**src/rtl/ktr_pkg.sv**
```systemverilog
// Shared constants for the keyword token redactor: keywords, their lengths,
// character codes and the terminator test. No dependencies.
`timescale 1ns / 1ps

package ktr_pkg;

   localparam int NUM_STAGES = 6;
   localparam int KW_MAX     = 23;
   localparam int BYTE_W     = 8;
   localparam int CNT_W      = 5;

   typedef logic [BYTE_W-1:0]        byte_type;
   typedef logic [KW_MAX*BYTE_W-1:0] kw_type;
   typedef logic [CNT_W-1:0]         cnt_type;

   // one byte and its end-of-line mark, as handed from cell to cell
   typedef struct packed {
      logic     last;
      byte_type data;
   } beat_type;

   localparam cnt_type  CNT_SAT = '1;

   localparam byte_type CH_X     = 8'h78;   // 'x'
   localparam byte_type CH_AMP   = 8'h26;
   localparam byte_type CH_DQUOT = 8'h22;
   localparam byte_type CH_SQUOT = 8'h27;
   localparam byte_type CH_SPACE = 8'h20;
   localparam byte_type CH_TAB   = 8'h09;
   localparam byte_type CH_CR    = 8'h0D;
   localparam byte_type CH_LF    = 8'h0A;
   localparam byte_type CH_SEMI  = 8'h3B;
   localparam byte_type CH_LT    = 8'h3C;
   localparam byte_type CH_GT    = 8'h3E;

   // keywords right-aligned: the last character sits in the low byte
   localparam kw_type KW_TEXT [NUM_STAGES] = '{
      kw_type'("api_key="),
      kw_type'({"X-Media", "Browser-Token%3D"}),
      kw_type'({"X-Media", "Browser-Token="}),
      kw_type'("ApiKey="),
      kw_type'("AccessToken="),
      kw_type'("AccessToken\":\"")
   };

   localparam int KW_LEN [NUM_STAGES] = '{8, 23, 21, 7, 12, 14};

   // last stage stops only at a double quote
   localparam logic QUOTE_ONLY [NUM_STAGES] = '{1'b0, 1'b0, 1'b0, 1'b0, 1'b0, 1'b1};

   function automatic logic is_term(input logic quote_only, input byte_type b);
      logic hit;
      begin
         if (quote_only) begin
            hit = (b == CH_DQUOT);
         end else begin
            case (b) inside
               CH_AMP, CH_DQUOT, CH_SQUOT, CH_SPACE, CH_TAB,
               CH_CR, CH_LF, CH_SEMI, CH_LT, CH_GT: hit = 1'b1;
               default: hit = 1'b0;
            endcase
         end
         return hit;
      end
   endfunction

endpackage

```
**src/rtl/ktr_cell.sv**
```systemverilog
// One rule cell: keyword window, restart counter and redact flag, with an
// output register that feeds the next cell. Depends on ktr_pkg.
`timescale 1ns / 1ps

module ktr_cell #(
   parameter int STAGE_IDX = 0
) (
   input  logic              clock,
   input  logic              reset,
   input  logic              in_valid,
   input  ktr_pkg::beat_type in_beat,
   output logic              in_ready,
   output logic              out_valid,
   output ktr_pkg::beat_type out_beat,
   input  logic              out_ready
);

   localparam int KwLen = ktr_pkg::KW_LEN[STAGE_IDX];
   localparam int HistW = KwLen * ktr_pkg::BYTE_W;
   localparam ktr_pkg::kw_type KwText = ktr_pkg::KW_TEXT[STAGE_IDX];
   localparam logic QuoteOnly = ktr_pkg::QUOTE_ONLY[STAGE_IDX];
   localparam ktr_pkg::cnt_type KwLenCnt = ktr_pkg::cnt_type'(KwLen);

   logic              valid_ff, valid_in;
   ktr_pkg::beat_type beat_ff, beat_in;
   logic [HistW-1:0]  hist_ff, hist_in;
   ktr_pkg::cnt_type  cnt_ff, cnt_in;
   logic              red_ff, red_in;

   logic              take;
   logic              term;
   logic              match;
   ktr_pkg::cnt_type  cnt_base;
   ktr_pkg::cnt_type  cnt_inc;

   assign in_ready  = !valid_ff || out_ready;
   assign take      = in_valid && in_ready;
   assign out_valid = valid_ff;
   assign out_beat  = beat_ff;

   always_comb begin
      term     = ktr_pkg::is_term(QuoteOnly, in_beat.data);
      hist_in  = {hist_ff[HistW-ktr_pkg::BYTE_W-1:0], in_beat.data};
      cnt_base = red_ff ? '0 : cnt_ff;
      cnt_inc  = (cnt_base != ktr_pkg::CNT_SAT) ? cnt_base + ktr_pkg::cnt_type'(1) : cnt_base;
      match    = (cnt_inc >= KwLenCnt) && (hist_in == KwText[HistW-1:0]);

      valid_in = in_ready ? in_valid : valid_ff;
      beat_in  = beat_ff;
      cnt_in   = cnt_ff;
      red_in   = red_ff;
      if (take) begin
         beat_in.last = in_beat.last;
         if (red_ff && !term) begin
            beat_in.data = ktr_pkg::CH_X;
         end else begin
            beat_in.data = in_beat.data;
            red_in       = match;
            cnt_in       = match ? '0 : cnt_inc;
         end
         // line end restarts the search
         if (in_beat.last) begin
            cnt_in = '0;
            red_in = 1'b0;
         end
      end
   end

   always_ff @(posedge clock) begin
      if (reset) begin
         valid_ff <= 1'b0;
         cnt_ff   <= '0;
         red_ff   <= 1'b0;
      end else begin
         valid_ff <= valid_in;
         cnt_ff   <= cnt_in;
         red_ff   <= red_in;
      end
      beat_ff <= beat_in;
      if (take) begin
         hist_ff <= hist_in;
      end
   end

   // counter sits at zero for the whole token
   a_red_cnt_zero: assert property (@(posedge clock) disable iff (reset)
      red_ff |-> (cnt_ff == '0))
      else $error("redacting with nonzero restart count");

   a_line_end_clear: assert property (@(posedge clock) disable iff (reset)
      (take && in_beat.last) |=> (!red_ff && (cnt_ff == '0)))
      else $error("matcher state survived a line end");

   a_redact_x: assert property (@(posedge clock) disable iff (reset)
      (take && red_ff && !term) |=> (beat_ff.data == ktr_pkg::CH_X))
      else $error("token byte not replaced");

endmodule

```
**src/rtl/keyword_token_redactor.sv**
```systemverilog
// Top level of the keyword token redactor: a chain of six rule cells
// between a request and a response stream. Depends on ktr_pkg, ktr_cell.
`timescale 1ns / 1ps

// One register per rule cell; each cell compares its window once a byte.
// The chain takes one byte per cycle while the response is not stalled.
// Ready runs back through the cells, so empty cells keep filling while the
// response waits. Reset (synchronous, active high) empties the chain and
// clears every matcher.
module keyword_token_redactor (
   input  logic       clock,
   input  logic       reset,
   input  logic       req_tvalid,
   output logic       req_tready,
   input  logic [7:0] req_tdata,   // [7:0] in_byte
   input  logic       req_tlast,   // line_end
   output logic       rsp_tvalid,
   input  logic       rsp_tready,
   output logic [7:0] rsp_tdata,   // [7:0] out_byte
   output logic       rsp_tlast    // out_line_end
);

   localparam int N = ktr_pkg::NUM_STAGES;

   logic              valid [N+1];
   logic              ready [N+1];
   ktr_pkg::beat_type beat  [N+1];

   assign valid[0]     = req_tvalid;
   assign beat[0].data = req_tdata;
   assign beat[0].last = req_tlast;
   assign req_tready   = ready[0];

   for (genvar s = 0; s < N; s++) begin : g_cell
      ktr_cell #(
         .STAGE_IDX (s)
      ) u_cell (
         .clock     (clock),
         .reset     (reset),
         .in_valid  (valid[s]),
         .in_beat   (beat[s]),
         .in_ready  (ready[s]),
         .out_valid (valid[s+1]),
         .out_beat  (beat[s+1]),
         .out_ready (ready[s+1])
      );
   end

   assign ready[N]   = rsp_tready;
   assign rsp_tvalid = valid[N];
   assign rsp_tdata  = beat[N].data;
   assign rsp_tlast  = beat[N].last;

   a_drain_ready: assert property (@(posedge clock) disable iff (reset)
      rsp_tready |-> req_tready)
      else $error("input stalled while output drains");

   a_reset_empty: assert property (@(posedge clock)
      (!reset && $past(reset)) |-> !rsp_tvalid)
      else $error("response valid right after reset");

endmodule
```
**config.mk**
```make
export PLATFORM = sky130hd
export DESIGN_NAME = keyword_token_redactor
export DESIGN_NICKNAME = d
export VERILOG_FILES = /design/src/rtl/ktr_pkg.sv /design/src/rtl/ktr_cell.sv /design/src/rtl/keyword_token_redactor.sv
export SDC_FILE = /design/constraint.sdc
export NUM_CORES = 1
export LEC_CHECK = 0
export BUFFER_PORTS_ARGS = -buffer_cell sky130_fd_sc_hd__buf_2
export CELL_PAD_IN_SITES_DETAIL_PLACEMENT = 1
export CELL_PAD_IN_SITES_GLOBAL_PLACEMENT = 1
export CORE_MARGIN = 8
export CORE_UTILIZATION = 55
export CTS_BUF_LIST = sky130_fd_sc_hd__clkbuf_2
export DETAILED_ROUTE_END_ITERATION = 8
export PLACE_DENSITY = 0.83
export SLEW_MARGIN = 20
export SYNTH_ARGS = -nofsm -noshare
export SYNTH_HDL_FRONTEND = slang
export SYNTH_SLANG_ARGS = --single-unit
```
**constraint.sdc**
```tcl
create_clock -name clock -period 28.8 [get_ports clock]
set_input_delay 2.88 -clock clock [delete_from_list [all_inputs] [get_ports clock]]
set_output_delay 2.88 -clock clock [all_outputs]
set_load 0.05 [all_outputs]
```
After elaboration in Yosys (flattened, before gate mapping)
Cells that the tools add are included.
Storage, ports and cells
  flip-flop bits (word level): 728
  logic and storage cells: 211
  output and inout port bits: 11
  input port bits: 13
Operators by class
  $lt $le $gt $ge: 6
  mux-type cells: 47
  equality and inequality tests: 69
  add/subtract/negate cells: 6
  reduce and logical (&&, ||, !) cells: 47
Operator list (number)
  8-bit by 6-bit == test with 1-bit output (second input constant): 36
  184-bit by 183-bit == test with 1-bit output (second input constant): 1
  168-bit by 167-bit == test with 1-bit output (second input constant): 1
  5-bit two-way mux: 30
  8-bit by 4-bit == test with 1-bit output (second input constant): 15
  112-bit by 111-bit == test with 1-bit output (second input constant): 1
  96-bit by 95-bit == test with 1-bit output (second input constant): 1
  64-bit by 63-bit == test with 1-bit output (second input constant): 1
  56-bit by 55-bit == test with 1-bit output (second input constant): 1
  10-bit OR reduction: 5
  5-bit by 1-bit adder with 5-bit output (second input constant): 6
  5-bit != test (second input constant): 6
  1-bit logical AND: 18
  1-bit two-way mux: 17
  5-bit by 4-bit greater-or-equal comparator with 1-bit output (second input constant): 3
  1-bit logical NOT: 12
  2-bit != test (second input constant): 6
  2-bit AND reduction: 6
  5-bit greater-or-equal comparator (second input constant): 2
  1-bit logical OR: 6
  5-bit by 3-bit greater-or-equal comparator with 1-bit output (second input constant): 1

Depth between registers and ports, before layout
  depth in word-level cells: 9
  mapped depth: 11
  depth with buffers taken out: 10

By module
Synthesis repeated with hierarchy kept, for this count alone.
Second synthesis, totals
  cells, all modules: 1437
  area, all modules: 26751.9 µm²
By module, submodules not included
  ktr_cell at g_cell[1].u_cell: cells each 373, times used 1, seq. area each 5695.5 µm², area each 7150.6 µm²
  ktr_cell at g_cell[2].u_cell: cells each 301, times used 1, seq. area each 5215.0 µm², area each 6133.4 µm²
  ktr_cell at g_cell[5].u_cell: cells each 246, times used 1, seq. area each 3533.4 µm², area each 4526.8 µm²
  ktr_cell at g_cell[4].u_cell: cells each 202, times used 1, seq. area each 3052.9 µm², area each 3746.1 µm²
  ktr_cell at g_cell[0].u_cell: cells each 164, times used 1, seq. area each 2092.0 µm², area each 2711.4 µm²
  ktr_cell at g_cell[3].u_cell: cells each 151, times used 1, seq. area each 1851.8 µm², area each 2483.6 µm²

Worst setup path before layout
No wires, ideal clock.
  path kind: in2reg
  from: in rsp_tready
  to: reg g_cell[2].u_cell.cnt_ff[3]
  cell stages on the path: 6
  data required time: 28.729 ns
  path buffers: 1
  path slack: 9.549 ns
  arrival: 19.180 ns
  library setup time: 0.071 ns
  cells stage by stage: and4b_1 > clkbuf_1 > a21boi_0 > o21ai_1 > or4b_2 > a21oi_1
On the way
  word-level cells in the longest chain between the ends: 6
Ends and longest elaborated chain
  start, declared: line keyword_token_redactor.sv:18  | input logic rsp_tready,
  1-bit logical OR (4 in a row): line ktr_cell.sv:36  | assign in_ready = !valid_ff || out_ready;
  1-bit logical AND: line ktr_cell.sv:37  | assign take = in_valid && in_ready;
  via g_cell[2].u_cell.take: line ktr_cell.sv:30  | logic take;
  2-bit AND reduction (no source line)
  end signal, assigned: line ktr_cell.sv:76  | cnt_ff <= cnt_in;
  end, declared: line ktr_cell.sv:27  | ktr_pkg::cnt_type cnt_ff, cnt_in;
The timed path passes the listed nets, and every way through them passes these cells.
A chain may end at the register's enable or synchronous reset.

Worst setup path after layout
  from: in rsp_tready
  to: out req_tready
On the way
  word-level cells in the longest chain between the ends: 6
Ends and longest elaborated chain
  1-bit logical OR (6 in a row): line ktr_cell.sv:36
  end, declared: line keyword_token_redactor.sv:14  | output logic req_tready,
Every way passes these cells.

==> reports/qor_table.md <==
| Group | Metric | Value |
|:---|:---|:---|
| layout | Final core occ | 60.60% |
| floorplanning | FP Rows | 80 |
| layout | Area growth, synth to finish | 9.713% |
| flow run | Number of maximum-capacitance constraint violations | 0 |
| cts | Number of clock buffers inserted by TritonCTS | 175 |
| placed design | Last weighted congestion value of the routability-driven placer | 0.7683 |
| detailed routing | Via count | 13.88k |
| timing | Normalized max-slew margin | 28.12% |
| setup path | End point of the critical path | req_tready |
| layout | Proportion of layout cells with a drive suffix above 1 | 20.68% |
| floorplanning | Height of the chip | 234.1 µm |
| yosys | Area share of the largest cell type after synthesis | 78.77% |
| yosys | Sequential element share of the synthesized area | 81.99% |
| timing | Slew Viols, Final | 0 |
| detailed routing | Wirelength per Cell | 24.27 µm |
| outcome | Outcome | completed |
| pwr | Power per Cell Area | 67.94 nW/µm² |
| floorplanning | Die span in x | 234.1 µm |
| timing | Worst-Margin Slew | 1078 ps |
| setup path | Minimum setup slack among reg-to-reg paths | 25,480 ps |
| cts | Max H-tree Level | 4 |
| detailed routing | Drt initial violations | 1,253 |
| setup path | Critical path launch point type | input port |
| floorplanning | Area enclosed by the die boundary | 54,780 µm² |
| yosys | Post-synth design cell area | 26,150 µm² |
| timing | Unrepaired setup endpoints after global routing | no |
| setup path | CP max FO | 7 |
| cts | Clock sinks | 728 |
| grt | Largest net degree at the start of global routing | 102 |
| detailed routing | Post-DRT Antenna Nets | 0 |
| timing | Crit path time final | 7164 ps |
| grt | Total congestion overflow after global routing | 0 |
| yosys | Top cells by area in the synthesized netlist | edfxtp_1 79%, dfxtp_1 3.2%, nor4bb_1 2.8%, nor4b_1 1.5%, nand4_1 1.4% |
| setup path | Capturing element type of the critical path | primary output |
| placed design | Post-Place Worst Slack | 21,680 ps |
| timing | Setup TNS | 0 ps |
| cts | Latest clock arrival within the worst-skew pair | 1400 ps |
| floorplanning | Initial standard-cell utilization of the core | 55.24% |
| layout | Net count reported at finish | 1,616 |
| detailed routing | DRC viols | 0 |
| timing | Number of hold-slack violations in the final timing report | 0 |
| detailed routing | Vias per inst | 5.903 |
| yosys | Synthesized netlist net count | 1,430 |
| yosys | Distinct cell type count after synthesis | 72 |
| setup path | Critical Path Source | rsp_tready |
| setup path | Setup CP Type | in2out |
| timing | Max Clk Rate | 0.1396 GHz |
| grt | Antenna violations before repair | 3 |
| timing | Fraction of the cycle the final worst path needs | 24.87% |
| yosys | Yosys warning count | 0 |
| yosys | Cell type with the highest aggregate area in the netlist | edfxtp_1 |
| yosys | Share of synthesized flip-flops with an asynchronous set or reset | 0% |
| cts | Buffer depth of the longest clock path | 3 |
| pwr | Static Leak | 9.393 nW |
| cts | Worst-path clk slew | 100 ps |
| detailed routing | Length of the first detailed-routing pass in iterations | 7 |
| setup path | Req. time, crit path | 25,920 ps |
| grt | Number of global-route vias before repair | 15.17k |
| yosys | Top flip-flop cell by instance count after synthesis | edfxtp_1 |
| layout | Filler cell count in the final layout | 4,273 |
| placed design | Placed wire-length estimate after detailed placement | 37,020 µm |
| timing | Final setup violation count | 0 |
| yosys | Gate count of the mapped netlist | 1,411 |
| cts | Clock tree from TritonCTS | done |
| placed design | Buffers on Ports | 23 |
| pwr | Peak supply drop | 44.68 µV |
| min path | Hold Crit Class | reg2reg |
| setup path | Capture point of the worst reg-to-reg path | g_cell[2].u_cell.hist_ff[69] |
| cts | Cells resized by post-CTS repair | 0 |
| cts | Quantity of hold-fixing buffers added after cts | 0 |
| setup path | Depth of the most critical reg-to-reg path | 4 |
| yosys | Synth Register Bits | 728 |
| yosys | Number of synthesized flops with an enable pin | 686 |
| floorplanning | Core region area | 47,350 µm² |
| timing | Worst clock skew | 87.33 ps |
| setup path | Crit Reg-Reg Startpoint | g_cell[4].u_cell.out_valid |
| timing | Final WS setup | 21,640 ps |
| grt | Overall global routing resource usage | 21.24% |
| floorplanning | Top-level port count | 24 |
| cts | Post-CTS setup buffers | 0 |
| yosys | Average instance area after synthesis | 18.53 µm² |
| setup path | Worst Path Arrival | 4280 ps |
| cts | Clock tree root buffer cell | clkbuf_2 |
| detailed routing | Total length of routed wires | 57,080 µm |
| grt | Wire length of the first global-routing pass | 87,650 µm |
-- cell type report --
class	count	area, µm²	area share, %
antenna	6	15.01	0.05233
inverter	14	53.80	0.1875
multi-input combinational	647	4588	15.99
clock inverter	42	299.0	1.042
clock buffer	269	1346	4.692
sequential	728	21440	74.73
tap	615	769.5	2.682
timing repair buffer	31	178.9	0.6236
-- worst min-delay path by stage --
stage / startpoint / endpoint / cells after the start
after floorplan: g_cell[0].u_cell.hist_ff[2] / g_cell[0].u_cell.hist_ff[10] / 0
after global placement: g_cell[4].u_cell.hist_ff[34] / g_cell[4].u_cell.hist_ff[42] / 0
after detailed placement: g_cell[0].u_cell.hist_ff[37] / g_cell[0].u_cell.hist_ff[45] / 0
after CTS: g_cell[2].u_cell.hist_ff[72] / g_cell[2].u_cell.hist_ff[80] / 0
after global routing: g_cell[2].u_cell.hist_ff[72] / g_cell[2].u_cell.hist_ff[80] / 0
final: g_cell[2].u_cell.hist_ff[72] / g_cell[2].u_cell.hist_ff[80] / 0
-- report_power, final --
group / internal [mW] / switching, mW / leakage, nW
combinational: 0.0111 / 0.0223 / 1.46
clock: 0.290 / 0.408 / 1.26
sequential: 1.19 / 0.0261 / 6.68
-- cells by family (layout without fill, tap and decap cells) --
group	count (synthesis)	count (layout)	share of synthesized area, %
other	0	6	0
AOI/OAI and AO/OA	109	109	2.775
xor gates and xnor gates	6	6	0.2009
buffers and inverters	36	356	0.6459
DFF	728	728	81.99
muxes	10	10	0.3971
adders and majority gates	6	6	0.2871
and+or+nand+nor	516	516	13.71
-- routing by layer --
metal | part of all wire, % | global-route usage (%) | wire length (µm) | vias to the layer above
li1 | - | - | - | 6242
met1 | 40 | 24.75 | 22630 | 7171
met2 | 54 | 37.87 | 30820 | 382
met3 | 4.6 | 5.855 | 2611 | 89
met4 | 1.8 | 6.686 | 1022 | 0
met5 | 0 | 0 | 0 | -
-- synthesized netlist by cell type, types with 8 or more instances --
cell	instances
nor4bb_1	73
nor2b_1	39
nand4b_1	20
o21ai_0	20
a21oi_1	35
nor3_1	13
nand4_1	58
or2_2	17
edfxtp_1	686
clkbuf_1	11
nand2b_1	17
dfxtp_1	42
nand2_1	42
inv_1	14
buf_4	8
nor4b_1	45
nand3_1	20
nor4_1	24
or4_1	8
nor2_1	57
and4b_1	22
-- worst max-delay path: stages --
cell     delay, ps
buf_2          110
and4b_1        580
nand4_1        360
buf_2          330
-- registers in the layout, indices dropped and copies added (netlist names) --
register / flops
g_cell.u_cell.red_ff: 6
g_cell.u_cell.out_valid: 6
g_cell.u_cell.cnt_ff: 30
g_cell.u_cell.out_beat: 54
g_cell.u_cell.hist_ff: 632
-- metrics by stage --
stage	hold slack, ps	total power [mW]	instances	instance area, µm²
after floorplan	416.6	1.259	1411	26150
after global placement	420.6	1.267	2035	27030
after detailed placement	428.0	1.274	2035	27030
after CTS	416.0	1.970	2346	28670
after global routing	425.9	2.021	2348	28680
final	405.6	1.949	2352	28690
-- cells in the final DEF (no fill, tap or decap), drive strengths merged, types with 10 or more instances in the layout --
cell    count
nor4bb     73
clkinv     32
nand4b     20
nor4       24
dfxtp      42
and2       10
nor2       57
or2        17
nor2b      39
nor4b      45
and4b      22
nand2      42
o21ai      23
a21oi      35
buf        31
nand3      20
clkbuf    269
inv        17
nor3       13
nand4      58
nand2b     17
edfxtp    686
No activity file was read; power rests on OpenSTA's default activity.
